**config.mk**
```make
export PLATFORM = sky130hd
export DESIGN_NAME = keyed_deque_with_search_and_max
export DESIGN_NICKNAME = d
export VERILOG_FILES = /design/src/rtl/kdsm_pkg.sv /design/src/rtl/keyed_deque_with_search_and_max.sv /design/src/rtl/kdsm_ctrl.sv /design/src/rtl/kdsm_dpath.sv
export SDC_FILE = /design/constraint.sdc
export NUM_CORES = 2
export LEC_CHECK = 0
export BUFFER_PORTS_ARGS = -buffer_cell sky130_fd_sc_hd__buf_4
export CORE_ASPECT_RATIO = 0.6
export CORE_MARGIN = 2
export CORE_UTILIZATION = 40
export DETAILED_ROUTE_END_ITERATION = 6
export HOLD_SLACK_MARGIN = 0.06
export PLACE_DENSITY = 0.66
export SYNTH_ARGS = -nofsm -noshare
export SYNTH_HDL_FRONTEND = slang
export SYNTH_SLANG_ARGS = --single-unit
```
**constraint.sdc**
```tcl
create_clock -name aclk -period 8.14 [get_ports aclk]
set_clock_uncertainty 0.1 [all_clocks]
set_input_delay 1.221 -clock aclk [delete_from_list [all_inputs] [get_ports aclk]]
set_output_delay 1.221 -clock aclk [all_outputs]
set_load 0.01 [all_outputs]
```
**src/rtl/kdsm_pkg.sv**
```systemverilog
// ----------------------------------------------------------------------------
// kdsm_pkg: shared types and constants for the keyed deque
// Entry layout, operation and status codes, controller commands and the
// ring index helper used by the datapath.
// ----------------------------------------------------------------------------
package kdsm_pkg;

    localparam int CAPACITY = 64;
    localparam int IDX_W    = $clog2(CAPACITY);
    localparam int CNT_W    = $clog2(CAPACITY + 1);

    localparam int OP_W     = 3;
    localparam int ID_W     = 16;
    localparam int PRICE_W  = 32;
    localparam int STATUS_W = 2;

    localparam int S_FIELDS_W = OP_W + ID_W + PRICE_W;
    localparam int S_TDATA_W  = ((S_FIELDS_W + 7) / 8) * 8;
    localparam int M_FIELDS_W = STATUS_W + ID_W + PRICE_W + CNT_W;
    localparam int M_TDATA_W  = ((M_FIELDS_W + 7) / 8) * 8;
    localparam int M_PAD_W    = M_TDATA_W - M_FIELDS_W;

    typedef logic [IDX_W-1:0] idx_t;
    typedef logic [CNT_W-1:0] cnt_t;

    typedef enum logic [OP_W-1:0] {
        OP_PUSH_BACK  = 3'd0,
        OP_PUSH_FRONT = 3'd1,
        OP_POP_FRONT  = 3'd2,
        OP_POP_BACK   = 3'd3,
        OP_SEARCH     = 3'd4,
        OP_UPDATE     = 3'd5,
        OP_FIND_MAX   = 3'd6,
        OP_NONE       = 3'd7
    } op_t;

    typedef enum logic [STATUS_W-1:0] {
        STAT_OK        = 2'd0,
        STAT_EMPTY     = 2'd1,
        STAT_FULL      = 2'd2,
        STAT_NOT_FOUND = 2'd3
    } status_t;

    // where the result entry comes from
    typedef enum logic [1:0] {
        SRC_ZERO,
        SRC_RDATA,
        SRC_BEST
    } res_src_t;

    typedef enum logic [1:0] {
        ST_IDLE,
        ST_DISPATCH,
        ST_SCAN,
        ST_FINISH
    } state_t;

    typedef struct packed {
        logic [ID_W-1:0]    id;
        logic [PRICE_W-1:0] price;
    } entry_t;

    // controller -> datapath
    typedef struct packed {
        logic     load;        // latch the accepted word
        logic     push;        // write new entry, grow
        logic     pop;         // read end entry, shrink
        logic     scan_start;  // rewind the walk
        logic     scan_step;   // issue next read, check previous
        logic     upd_wr;      // rewrite price of matched entry
        logic     res_load;    // fill output register
        res_src_t res_src;
        status_t  res_status;
    } cmd_t;

    // datapath -> controller
    typedef struct packed {
        op_t  op;
        logic empty;
        logic full;
        logic hit;
        logic scan_done;
        logic out_free;
    } stat_t;

    // ring slot of the entry pos places behind front
    function automatic idx_t slot_of(idx_t front, idx_t pos);
        logic [IDX_W:0] sum;
        sum = {1'b0, front} + {1'b0, pos};
        if (sum >= (IDX_W+1)'(CAPACITY)) begin
            sum = sum - (IDX_W+1)'(CAPACITY);
        end
        return sum[IDX_W-1:0];
    endfunction

endpackage

```
**src/rtl/keyed_deque_with_search_and_max.sv**
```systemverilog
// ----------------------------------------------------------------------------
// keyed_deque_with_search_and_max: bounded deque of (id, price) entries
// Ring of 64 entries with push/pop at both ends, search and price update
// by id from the front, and highest-price lookup.
// ----------------------------------------------------------------------------
// One word in gives one word out. Words are taken one at a time: s_tready
// is high only while the block waits for work, and the result lands in an
// output register, so the next word can be taken while that result is still
// waiting on m_tready. Push, pop, refused and ignored words go from dispatch
// straight to the final step, which fills the output register. Search,
// update and find-max walk the held entries from the front through the
// single read port of the entry memory, one entry per cycle, before that
// final step; search and update stop at the first match. A full push
// returns status full and changes nothing; an empty store returns status
// empty for pop, search, update and max. Operation code 7 is a no-op with
// status ok. A result held on m_tready stalls the next word in its final
// step.
// No clearing pass is needed after reset: only held entries are ever read.
// ----------------------------------------------------------------------------
module keyed_deque_with_search_and_max (
    input  logic                            aclk,
    input  logic                            aresetn,
    // input words
    input  logic                            s_tvalid,
    output logic                            s_tready,
    // [2:0] operation, [18:3] item_id, [50:19] price_cents, rest zero
    input  logic [kdsm_pkg::S_TDATA_W-1:0]  s_tdata,
    // result words
    output logic                            m_tvalid,
    input  logic                            m_tready,
    // [1:0] status, [17:2] entry_id, [49:18] entry_price,
    // [56:50] entry_count, rest zero
    output logic [kdsm_pkg::M_TDATA_W-1:0]  m_tdata
);

    kdsm_pkg::cmd_t  cmd;   // sequencer -> datapath
    kdsm_pkg::stat_t stat;  // datapath -> sequencer

    // sequencer: accept, dispatch, walk, hand off
    kdsm_ctrl u_ctrl (
        .aclk     (aclk),
        .aresetn  (aresetn),
        .s_tvalid (s_tvalid),
        .s_tready (s_tready),
        .stat     (stat),
        .cmd      (cmd)
    );

    // entry ring, pointers, walk compare, output register
    kdsm_dpath u_dpath (
        .aclk     (aclk),
        .aresetn  (aresetn),
        .s_tdata  (s_tdata),
        .cmd      (cmd),
        .stat     (stat),
        .m_tvalid (m_tvalid),
        .m_tready (m_tready),
        .m_tdata  (m_tdata)
    );

`ifndef SYNTHESIS
    // one word in flight: no second accept right after one
    a_one_at_a_time: assert property (@(posedge aclk) disable iff (!aresetn)
        (s_tvalid && s_tready) |=> !s_tready)
        else $error("word accepted while previous one still in work");

    // held count never goes past capacity
    a_count_bound: assert property (@(posedge aclk) disable iff (!aresetn)
        m_tvalid |-> (m_tdata[56:50] <= kdsm_pkg::CNT_W'(kdsm_pkg::CAPACITY)))
        else $error("entry count beyond capacity");

    // full status only with a full ring
    a_full_count: assert property (@(posedge aclk) disable iff (!aresetn)
        (m_tvalid && m_tdata[1:0] == kdsm_pkg::STAT_FULL) |->
        (m_tdata[56:50] == kdsm_pkg::CNT_W'(kdsm_pkg::CAPACITY)))
        else $error("full status with ring not full");

    // empty status carries no entry and a zero count
    a_empty_zero: assert property (@(posedge aclk) disable iff (!aresetn)
        (m_tvalid && m_tdata[1:0] == kdsm_pkg::STAT_EMPTY) |->
        (m_tdata[49:2] == '0 && m_tdata[56:50] == '0))
        else $error("empty status with entry data or nonzero count");
`endif

endmodule

```
**src/rtl/kdsm_ctrl.sv**
```systemverilog
// ----------------------------------------------------------------------------
// kdsm_ctrl: operation sequencer
// Accepts one word at a time, dispatches it, runs the entry walk for
// search, update and max, then hands the result to the output register.
// ----------------------------------------------------------------------------
module kdsm_ctrl (
    input  logic              aclk,
    input  logic              aresetn,
    input  logic              s_tvalid,
    output logic              s_tready,
    input  kdsm_pkg::stat_t   stat,
    output kdsm_pkg::cmd_t    cmd
);

    kdsm_pkg::state_t    state_reg, state_next;
    kdsm_pkg::status_t   res_status_reg, res_status_next;
    kdsm_pkg::res_src_t  res_src_reg, res_src_next;

    logic is_push, is_pop, is_keyed, stop_hit;

    assign is_push  = (stat.op == kdsm_pkg::OP_PUSH_BACK) ||
                      (stat.op == kdsm_pkg::OP_PUSH_FRONT);
    assign is_pop   = (stat.op == kdsm_pkg::OP_POP_FRONT) ||
                      (stat.op == kdsm_pkg::OP_POP_BACK);
    assign is_keyed = (stat.op == kdsm_pkg::OP_SEARCH) ||
                      (stat.op == kdsm_pkg::OP_UPDATE);
    assign stop_hit = is_keyed && stat.hit;

    always_ff @(posedge aclk) begin
        if (!aresetn) begin
            state_reg      <= kdsm_pkg::ST_IDLE;
            res_status_reg <= kdsm_pkg::STAT_OK;
            res_src_reg    <= kdsm_pkg::SRC_ZERO;
        end else begin
            state_reg      <= state_next;
            res_status_reg <= res_status_next;
            res_src_reg    <= res_src_next;
        end
    end

    // next state
    always_comb begin
        state_next      = state_reg;
        res_status_next = res_status_reg;
        res_src_next    = res_src_reg;
        unique case (state_reg)
            kdsm_pkg::ST_IDLE: begin
                if (s_tvalid) begin
                    state_next = kdsm_pkg::ST_DISPATCH;
                end
            end
            kdsm_pkg::ST_DISPATCH: begin
                state_next      = kdsm_pkg::ST_FINISH;
                res_status_next = kdsm_pkg::STAT_OK;
                res_src_next    = kdsm_pkg::SRC_ZERO;
                unique case (stat.op)
                    kdsm_pkg::OP_PUSH_BACK, kdsm_pkg::OP_PUSH_FRONT: begin
                        if (stat.full) begin
                            res_status_next = kdsm_pkg::STAT_FULL;
                        end
                    end
                    kdsm_pkg::OP_POP_FRONT, kdsm_pkg::OP_POP_BACK: begin
                        if (stat.empty) begin
                            res_status_next = kdsm_pkg::STAT_EMPTY;
                        end else begin
                            res_src_next = kdsm_pkg::SRC_RDATA;
                        end
                    end
                    kdsm_pkg::OP_SEARCH, kdsm_pkg::OP_UPDATE, kdsm_pkg::OP_FIND_MAX: begin
                        if (stat.empty) begin
                            res_status_next = kdsm_pkg::STAT_EMPTY;
                        end else begin
                            state_next = kdsm_pkg::ST_SCAN;
                        end
                    end
                    kdsm_pkg::OP_NONE: begin
                    end
                endcase
            end
            kdsm_pkg::ST_SCAN: begin
                priority if (stop_hit) begin
                    state_next      = kdsm_pkg::ST_FINISH;
                    res_status_next = kdsm_pkg::STAT_OK;
                    res_src_next    = kdsm_pkg::SRC_RDATA;
                end else if (stat.scan_done) begin
                    state_next = kdsm_pkg::ST_FINISH;
                    if (stat.op == kdsm_pkg::OP_FIND_MAX) begin
                        res_status_next = kdsm_pkg::STAT_OK;
                        res_src_next    = kdsm_pkg::SRC_BEST;
                    end else begin
                        res_status_next = kdsm_pkg::STAT_NOT_FOUND;
                        res_src_next    = kdsm_pkg::SRC_ZERO;
                    end
                end
            end
            kdsm_pkg::ST_FINISH: begin
                if (stat.out_free) begin
                    state_next = kdsm_pkg::ST_IDLE;
                end
            end
        endcase
    end

    // outputs
    always_comb begin
        cmd      = '0;
        s_tready = 1'b0;
        unique case (state_reg)
            kdsm_pkg::ST_IDLE: begin
                s_tready = 1'b1;
                cmd.load = s_tvalid;
            end
            kdsm_pkg::ST_DISPATCH: begin
                cmd.push       = is_push && !stat.full;
                cmd.pop        = is_pop && !stat.empty;
                cmd.scan_start = (is_keyed || stat.op == kdsm_pkg::OP_FIND_MAX) &&
                                 !stat.empty;
            end
            kdsm_pkg::ST_SCAN: begin
                cmd.scan_step = !stop_hit;
                cmd.upd_wr    = stop_hit && (stat.op == kdsm_pkg::OP_UPDATE);
            end
            kdsm_pkg::ST_FINISH: begin
                cmd.res_load   = stat.out_free;
                cmd.res_src    = res_src_reg;
                cmd.res_status = res_status_reg;
            end
        endcase
    end

endmodule

```
**src/rtl/kdsm_dpath.sv**
```systemverilog
// ----------------------------------------------------------------------------
// kdsm_dpath: entry ring, pointers, walk logic and output register
// One-write, one-read entry memory with registered read data; the walk
// issues one read per cycle and checks the previous one.
// ----------------------------------------------------------------------------
module kdsm_dpath (
    input  logic                               aclk,
    input  logic                               aresetn,
    input  logic [kdsm_pkg::S_TDATA_W-1:0]     s_tdata,
    input  kdsm_pkg::cmd_t                     cmd,
    output kdsm_pkg::stat_t                    stat,
    output logic                               m_tvalid,
    input  logic                               m_tready,
    output logic [kdsm_pkg::M_TDATA_W-1:0]     m_tdata
);

    kdsm_pkg::entry_t mem [kdsm_pkg::CAPACITY];

    kdsm_pkg::op_t                      op_reg;
    logic [kdsm_pkg::ID_W-1:0]          key_reg;
    logic [kdsm_pkg::PRICE_W-1:0]       price_reg;

    kdsm_pkg::idx_t   front_reg, front_next;
    kdsm_pkg::cnt_t   count_reg, count_next;
    kdsm_pkg::cnt_t   scan_pos_reg, scan_pos_next;
    logic             chk_valid_reg, chk_valid_next;
    kdsm_pkg::idx_t   chk_slot_reg, chk_slot_next;
    logic             best_valid_reg, best_valid_next;
    kdsm_pkg::entry_t best_reg, best_next;
    kdsm_pkg::entry_t rd_data_reg;
    logic             m_valid_reg, m_valid_next;
    logic [kdsm_pkg::M_TDATA_W-1:0] m_data_reg, m_data_next;

    logic             wr_en, rd_en, issue;
    kdsm_pkg::idx_t   wr_addr, rd_addr, front_dec, scan_slot;
    kdsm_pkg::entry_t wr_data, res_entry;
    kdsm_pkg::cnt_t   count_m1;

    assign front_dec = (front_reg == '0) ? kdsm_pkg::IDX_W'(kdsm_pkg::CAPACITY - 1)
                                         : front_reg - 1'b1;
    assign count_m1  = count_reg - 1'b1;
    assign scan_slot = kdsm_pkg::slot_of(front_reg, scan_pos_reg[kdsm_pkg::IDX_W-1:0]);
    assign issue     = cmd.scan_step && (scan_pos_reg < count_reg);

    // memory port muxes
    always_comb begin
        wr_en   = 1'b0;
        wr_addr = front_dec;
        wr_data = '{id: key_reg, price: price_reg};
        if (cmd.push) begin
            wr_en = 1'b1;
            if (op_reg == kdsm_pkg::OP_PUSH_FRONT) begin
                wr_addr = front_dec;
            end else begin
                wr_addr = kdsm_pkg::slot_of(front_reg, count_reg[kdsm_pkg::IDX_W-1:0]);
            end
        end else if (cmd.upd_wr) begin
            wr_en   = 1'b1;
            wr_addr = chk_slot_reg;
            wr_data = '{id: rd_data_reg.id, price: price_reg};
        end
    end

    always_comb begin
        rd_en   = 1'b0;
        rd_addr = scan_slot;
        if (cmd.pop) begin
            rd_en = 1'b1;
            if (op_reg == kdsm_pkg::OP_POP_FRONT) begin
                rd_addr = front_reg;
            end else begin
                rd_addr = kdsm_pkg::slot_of(front_reg, count_m1[kdsm_pkg::IDX_W-1:0]);
            end
        end else if (issue) begin
            rd_en = 1'b1;
        end
    end

    always_ff @(posedge aclk) begin
        if (wr_en) begin
            mem[wr_addr] <= wr_data;
        end
        if (rd_en) begin
            rd_data_reg <= mem[rd_addr];
        end
    end

    // pointers, walk and result
    always_comb begin
        front_next      = front_reg;
        count_next      = count_reg;
        scan_pos_next   = scan_pos_reg;
        chk_valid_next  = chk_valid_reg;
        chk_slot_next   = chk_slot_reg;
        best_valid_next = best_valid_reg;
        best_next       = best_reg;
        m_valid_next    = m_valid_reg;
        m_data_next     = m_data_reg;

        if (cmd.push) begin
            count_next = count_reg + 1'b1;
            if (op_reg == kdsm_pkg::OP_PUSH_FRONT) begin
                front_next = front_dec;
            end
        end
        if (cmd.pop) begin
            count_next = count_m1;
            if (op_reg == kdsm_pkg::OP_POP_FRONT) begin
                front_next = kdsm_pkg::slot_of(front_reg, kdsm_pkg::IDX_W'(1));
            end
        end

        if (cmd.scan_start) begin
            scan_pos_next   = '0;
            chk_valid_next  = 1'b0;
            best_valid_next = 1'b0;
        end
        if (cmd.scan_step) begin
            if (issue) begin
                scan_pos_next = scan_pos_reg + 1'b1;
            end
            chk_valid_next = issue;
            chk_slot_next  = scan_slot;
            // strict compare keeps the frontmost of equal maxima
            if (chk_valid_reg && (!best_valid_reg || rd_data_reg.price > best_reg.price)) begin
                best_valid_next = 1'b1;
                best_next       = rd_data_reg;
            end
        end

        unique case (cmd.res_src)
            kdsm_pkg::SRC_RDATA: res_entry = rd_data_reg;
            kdsm_pkg::SRC_BEST:  res_entry = best_reg;
            default:             res_entry = '0;
        endcase

        if (cmd.res_load) begin
            m_valid_next = 1'b1;
            m_data_next  = {{kdsm_pkg::M_PAD_W{1'b0}}, count_reg, res_entry.price,
                            res_entry.id, cmd.res_status};
        end else if (m_tready) begin
            m_valid_next = 1'b0;
        end
    end

    always_ff @(posedge aclk) begin
        if (!aresetn) begin
            front_reg      <= '0;
            count_reg      <= '0;
            scan_pos_reg   <= '0;
            chk_valid_reg  <= 1'b0;
            best_valid_reg <= 1'b0;
            m_valid_reg    <= 1'b0;
        end else begin
            front_reg      <= front_next;
            count_reg      <= count_next;
            scan_pos_reg   <= scan_pos_next;
            chk_valid_reg  <= chk_valid_next;
            best_valid_reg <= best_valid_next;
            m_valid_reg    <= m_valid_next;
        end
    end

    always_ff @(posedge aclk) begin
        if (cmd.load) begin
            op_reg    <= kdsm_pkg::op_t'(s_tdata[kdsm_pkg::OP_W-1:0]);
            key_reg   <= s_tdata[kdsm_pkg::OP_W +: kdsm_pkg::ID_W];
            price_reg <= s_tdata[kdsm_pkg::OP_W + kdsm_pkg::ID_W +: kdsm_pkg::PRICE_W];
        end
        chk_slot_reg <= chk_slot_next;
        best_reg     <= best_next;
        m_data_reg   <= m_data_next;
    end

    assign stat.op        = op_reg;
    assign stat.empty     = (count_reg == '0);
    assign stat.full      = (count_reg == kdsm_pkg::CNT_W'(kdsm_pkg::CAPACITY));
    assign stat.hit       = chk_valid_reg && (rd_data_reg.id == key_reg);
    assign stat.scan_done = !chk_valid_reg && (scan_pos_reg == count_reg);
    assign stat.out_free  = !m_valid_reg || m_tready;

    assign m_tvalid = m_valid_reg;
    assign m_tdata  = m_data_reg;

endmodule
```
**After elaboration in Yosys (flattened, before gate mapping)**

Memory sizes are Yosys's and may differ from the RTL's. A register that Yosys moved wholly into a read port is not among the register bits.
Cells that the tools add are included.

- Flip-flop bits (word level): 191
- Word-level logic and storage cells: 149
- Output and inout bits: 66
- Memory bits (writable): 3,072
- Memories kept: 1
- Input bits: 60

Memory list:

| memory | depth | width | rd ports | clocked after memory_dff | write ports | RTL line | source |
|---|---|---|---|---|---|---|---|
| u_dpath.mem | 64 | 48 | 1 | 1 | 1 | kdsm_dpath.sv:17 | `kdsm_pkg::entry_t mem [kdsm_pkg::CAPACITY];` |

- Reduce and logical (&&, ||, !) cells: 36
- Add/subtract/negate cells: 12
- Eq/ne operators: 17
- $lt $le $gt $ge: 6
- Multiplexer cells: 60

Operators with widths:

| kind | number |
|---|---|
| $mux W48 | 2 |
| $pmux W48 S2 | 1 |
| $mux W6 | 14 |
| $mux W7 | 5 |
| $gt A32 B32 Y1 | 1 |
| $sub A6 B1 Y6 const B | 5 |
| $ge A7 B7 Y1 const B | 4 |
| $mux W2 | 14 |
| $add A6 B6 Y7 | 3 |
| $mux W1 | 18 |
| $eq A16 B16 Y1 | 1 |
| $add A7 B1 Y7 const B | 2 |
| $pmux W2 S2 | 3 |
| $eq A3 B3 Y1 const B | 3 |
| $logic_and A1 B1 Y1 | 9 |
| $pmux W2 S4 | 1 |
| $reduce_bool A2 Y1 | 4 |
| $add A6 B1 Y7 const B | 1 |
| $eq A7 B7 Y1 | 1 |
| $eq A7 B7 Y1 const B | 1 |
| $logic_not A7 Y1 | 1 |
| $lt A7 B7 Y1 | 1 |
| $sub A7 B1 Y7 const B | 1 |
| $eq A2 B2 Y1 const B | 3 |
| 18 further kinds | 32 |

**Depth between registers and ports, before layout**

- Depth after elaboration: 9
- Gate-level depth with buffers: 18
- Gate-level depth less buffers: 13

**Cells and area by module**

A second synthesis with hierarchy kept.

- Cells, all modules: 5,719
- Area, all modules: 126,732.8 µm²

By module, submodules not included:

| module | cells an instance | seq. area each (µm²) | area an instance (µm²) | instances |
|---|---|---|---|---|
| kdsm_dpath | 5,655 | 99,015.0 | 126,176.0 | 1 |
| kdsm_ctrl | 64 | 120.1 | 556.8 | 1 |

**Worst setup path after synthesis**

OpenSTA, ideal clock, no wires.

- Path kind: register -> register
- Start: reg u_dpath.count_reg[0]
- End: mem u_dpath.mem[0][0] (netlist bit), enable pin
- Arrival: 4,366 ps
- Clock period less this slack: 4,920 ps
- Stages on the path, launching flop included: 12
- Data required time: 7,586 ps
- Setup time: 454 ps
- Path buffers: 1
- Setup slack: 3,220 ps
- Cell sequence: dfxtp_1 > inv_1 > ha_1 > nor4b_4 > nand3_1 > and3_1 > clkbuf_1 > nand2_1 > a21oi_1 > a211oi_1 > nand2_1 > nor2_1

- Cells in the longest elaborated chain, start to end: 7
- Elaborated cells on any way between the ends: 13
- Classes of those cells: 2 x add/sub; 1 x order compare; 1 x eq/ne; 7 x mux; 2 x reduce/logical

Ends and longest elaborated chain:

| what | RTL line | source |
|---|---|---|
| from (decl) | kdsm_dpath.sv:24 | `kdsm_pkg::cnt_t count_reg, count_next;` |
| from (signal assigned) | kdsm_dpath.sv:156 | `count_reg <= count_next;` |
| parallel branches: the longest is 7 deep, another holds $add A6 B6 Y7 | -- |  |
| to (decl) | kdsm_dpath.sv:17 |  |

Parallel ways; which one is timed is not known.

**Worst setup path after layout**

- Start: reg u_dpath.count_reg[1]
- End: reg, netlist name u_dpath.rd_data_reg[2]

- Cells in the longest elaborated chain, start to end: 6
- Elaborated cells on any way between the ends: 15
- Classes of those cells: 3 x add/sub; 2 x order compare; 6 x mux; 4 x reduce/logical

Ends and longest elaborated chain:

| what | RTL line | source |
|---|---|---|
| $sub A7 B1 Y7 | kdsm_dpath.sv:41 | `assign count_m1 = count_reg - 1'b1;` |
| $add A6 B6 Y7 | kdsm_pkg.sv:89 | `sum = {1'b0, front} + {1'b0, pos};` |
| $sub A6 B1 Y6 / $ge A7 B7 Y1 (equally long branches) | kdsm_pkg.sv:91, kdsm_pkg.sv:90 |  |
| $mux W6 | kdsm_pkg.sv:90 | `if (sum >= (IDX_W+1)'(CAPACITY)) begin` |
| $mux W6 | kdsm_dpath.sv:69 | `if (op_reg == kdsm_pkg::OP_POP_FRONT) begin` |
| $mux W6 | kdsm_dpath.sv:67 | `if (cmd.pop) begin` |

Several ways; a longest one is shown, not always the timed one.
A chain may end at the register's enable or synchronous reset.

==> implementation parameters <==
Parameter                              Value

Status
  Result of the run ... complete, no violations

Synthesis
  Proportion of register bits with asynchronous set or reset after synthesis ... 0%
  Synthesized netlist cell count ... approximately 8.7k
  Mean instance size in the synthesized netlist ... about 15 um^2
  Count of flip-flops with a built-in enable after synthesis ... approximately 3.3k
  Yosys warning count ... 0
  Cell types with the highest counts after synthesis ... 3282 x sky130_fd_sc_hd__edfxtp_1, 1918 x sky130_fd_sc_hd__nand2_1, 503 x sky130_fd_sc_hd__mux2i_1, 501 x sky130_fd_sc_hd__a21oi_1, 334 x sky130_fd_sc_hd__nand3_1
  Leading post-synthesis cells by cell area ... sky130_fd_sc_hd__edfxtp_1 76%, sky130_fd_sc_hd__nand2_1 5.5%, sky130_fd_sc_hd__mux2i_1 3.9%
  Sequential cell area fraction in the yosys report ... roughly three quarters
  Top cell type's share of synthesized area ... approximately 76%
  Area of the mapped netlist ... between 100000 and 150000 um^2
  Number of distinct library cells after synthesis ... 78
  Most frequent cell after synthesis ... sky130_fd_sc_hd__edfxtp_1
  Cell type with the highest aggregate area in the netlist ... sky130_fd_sc_hd__edfxtp_1
  Top_reg_cell synth ... sky130_fd_sc_hd__edfxtp_1
  Seq cells post-synth ... approximately 3.3k

Global route
  First-pass GRT wire length ... about 540000 um
  Overflow after GRT ... 0
  Maximum number of pins on one net before global-route repair ... approximately 150
  Overall Global Routing Usage ... between 20% and 30%
  Vias in the first global route ... 74.02k
  Number of antenna violations at the first check in global routing ... 21

Die
  Area of the die ... about 330000 um^2
  Die H ... 445.8 um
  Std cell rows ... between 150 and 200
  I/O pins ... 126
  Core Region ... between 300000 and 400000 um^2
  Initial core utilization ... between 40% and 50%
  Die span in x ... approximately 740 um

Pwr
  Total chip power ... about 0.04 W
  Pwr Density ... ~270 nW/um^2
  Leakage component of the power ... between 40 and 50 nW
  Worst vdd ir ... between 200 and 250 uV

Worst setup path
  Kind of end point of the critical path ... flip-flop
  Data required time of the critical path ... 8750 ps
  Worst endpoint data arrival time ... 6680 ps
  Worst path slowest cell ... sky130_fd_sc_hd__a31oi_1
  Cells along the critical path ... inv_1 -> ha_1 -> nor4b_4 -> a21oi_1 -> buf_4 -> mux2i_4 -> buf_4 -> nand2_1 -> nor2_4 -> buf_4 -> a22oi_1 -> a31oi_1 -> nand2_1 -> nand3_1
  Maximum fanout encountered on the critical timing path ... 35
  Worst setup SP type ... flip-flop
  CP most frequent cell ... sky130_fd_sc_hd__buf_4
  Path type of the worst setup path ... flip-flop to flip-flop
  Max stage delay on crit path ... between 800 and 900 ps

Detailed routing
  Via density ... around 6.0
  Total via count after detailed routing ... 80.09k
  Number of iterations in the first detailed-routing pass ... 6
  Iteration-0 DRC Markers ... roughly 15k
  Number of nets still failing antenna checks after routing ... 0
  Routed WL per cell ... roughly 29 um
  Remaining design rule violation count ... 0
  Detailed Route WL ... between 300000 and 400000 um

Flow run
  Max cap viols ... 0

Layout
  Fill cell total of the finished layout ... between 20k and 30k
  Registers with the most flip-flops ... u_dpath.mem (3072), u_dpath.m_tdata (57)
  Share of layout cells above drive strength 1 ... 9.573%
  Area delta synth->final ... 11.86%
  Register name with the most flops ... u_dpath.mem
  Number of flip-flops in the largest register ... 3072
  Layout Nets ... 8964

Clock tree
  CTS Buf Count ... 277
  Clock Tree Root ... sky130_fd_sc_hd__clkbuf_16
  Number of clock sinks ... 3311
  Max Root-Sink Buffers ... 4
  Post-CTS sizing ... 0
  H-tree levels ... 5
  Clock-pin slew reported for the worst setup and hold paths after clock tree synthesis ... roughly 70 ps
  TritonCTS clock tree ... done
  Post-CTS Repair Setup Buffers ... 0
  CTS hold repair buffers ... 0
  Skew-Pair Late Insertion Delay ... just under 900 ps

Place
  Placement-stage worst setup slack ... 2245 ps
  Port-buffer cells ... about 110
  Placer Congestion ... just under 0.9
  Final HPWL DP ... 222000 um

Timing
  Final hold violation count ... 0
  Unrepaired setup endpoints after global routing ... no
  Share of the clock period used by the worst path ... roughly 74%
  Final Max Slew Viols ... 0
  Final count of negative-setup-slack endpoints ... 0
  Setup Total Neg Slack ... 0 ps
  Actual transition at the worst max-transition pin ... 1264 ps
  Peak clock frequency supported by timing ... 164.9 MHz
  Final critical-path setup slack ... 2076 ps
  Max-slew headroom ... approximately 15%
  Post-layout min period ... between 6000 and 7000 ps

Worst hold path
  Worst hold path class ... flip-flop to flip-flop
==> critical path: cells and delay by family (launching register included) <==
kind,cells,cell delay (ps)
and+or+nand+nor,5,1450
adders and majority gates,1,280
AOI/OAI and AO/OA,3,1550
DFF,1,550
muxes,1,380
buffers and inverters,4,1560
==> report_power, final <==
| group | switching, W | internal, W | leakage (nW) |
|---|---|---|---|
| Clock | 0.00603 | 0.00688 | 4.06 |
| Sequential | 0.000168 | 0.0199 | 29.8 |
| Combinational | 0.00495 | 0.00154 | 12.8 |
==> per-layer routing <==
layer | share of wire [%] | global-route usage [%] | vias up
li1 | - | - | 33530
met1 | 42 | 35.11 | 40295
met3 | 15 | 6.361 | 604
met2 | 41 | 30.55 | 5651
met4 | 2.3 | 5.155 | 10
met5 | 0.013 | 0 | -
==> placed cells by master, fill, tap and decap left out, types with 30 or more instances in the layout <==
| cell type | count |
|---|---|
| sky130_fd_sc_hd__a211oi_1 | 48 |
| sky130_fd_sc_hd__a21oi_1 | 501 |
| sky130_fd_sc_hd__a221oi_1 | 32 |
| sky130_fd_sc_hd__a22oi_1 | 208 |
| sky130_fd_sc_hd__a31oi_1 | 112 |
| sky130_fd_sc_hd__a32oi_1 | 331 |
| sky130_fd_sc_hd__buf_12 | 59 |
| sky130_fd_sc_hd__buf_4 | 329 |
| sky130_fd_sc_hd__clkbuf_1 | 69 |
| sky130_fd_sc_hd__clkbuf_16 | 283 |
| sky130_fd_sc_hd__clkinv_1 | 63 |
| sky130_fd_sc_hd__clkinv_2 | 30 |
| sky130_fd_sc_hd__edfxtp_1 | 3282 |
| sky130_fd_sc_hd__ha_1 | 64 |
| sky130_fd_sc_hd__inv_1 | 57 |
| sky130_fd_sc_hd__mux2i_1 | 502 |
| sky130_fd_sc_hd__nand2_1 | 1910 |
| sky130_fd_sc_hd__nand3_1 | 334 |
| sky130_fd_sc_hd__nand4_1 | 31 |
| sky130_fd_sc_hd__nor2_1 | 120 |
| sky130_fd_sc_hd__nor2_4 | 81 |
| sky130_fd_sc_hd__nor3_1 | 47 |
| sky130_fd_sc_hd__o2111a_1 | 39 |
| sky130_fd_sc_hd__o21ai_0 | 34 |
| sky130_fd_sc_hd__o22ai_1 | 57 |
| sky130_fd_sc_hd__or3_1 | 83 |
==> final cells by class <==
cell class | instances | area, um^2 | share of cell area, %
inverter | 58 | 217.7 | 0.1496
multi-input combinational | 4799 | 28730 | 19.74
tap | 4346 | 5438 | 3.736
antenna | 9 | 22.52 | 0.01547
clock inverter | 125 | 975.9 | 0.6705
clock buffer | 355 | 7382 | 5.072
sequential | 3311 | 99140 | 68.11
timing repair buffer | 388 | 3651 | 2.508
==> cells by family (layout without fill, tap and decap cells) <==
logic type      count (synthesis)  count (layout)  synth area share (%)
simple gates                 2684            2684                 8.506
flops                        3311            3311                 76.19
buf+inv                       619             926                 2.344
mux                           510             510                 3.968
compound gates               1483            1483                 7.985
fa+ha+maj                      69              69                0.6808
xor+xnor                       46              46                0.3212
other cells                     1              16              0.002882
==> final timing paths <==
check,start,to,slack [ps],depth (start not counted)
max,u_dpath.count_reg[1]$_SDFFE_PN0P_,u_dpath.rd_data_reg[2]$_DFFE_PP_,2080,14
min,u_ctrl.res_src_reg[1]$_SDFFE_PN0P_,u_ctrl.res_src_reg[1]$_SDFFE_PN0P_,380,2
max reg2reg,u_dpath.count_reg[1]$_SDFFE_PN0P_,u_dpath.rd_data_reg[2]$_DFFE_PP_,2080,14
min reg2reg,u_ctrl.res_src_reg[1]$_SDFFE_PN0P_,u_ctrl.res_src_reg[1]$_SDFFE_PN0P_,380,2
==> stage by stage <==
step | instances | hold slack (ps) | cell area (um^2) | util (%)
3_3_place_gp | 12902 | 357.5 | 137200 | 42.32
5_1_grt | 13382 | 396.1 | 145500 | 44.90
3_5_place_dp | 12902 | 367.0 | 137200 | 42.32
6_report | 13391 | 384.2 | 145500 | 44.91
4_1_cts | 13382 | 378.6 | 145500 | 44.90
2_1_floorplan | 8729 | 302.9 | 130100 | -
Power figures use the tool's default switching activity.
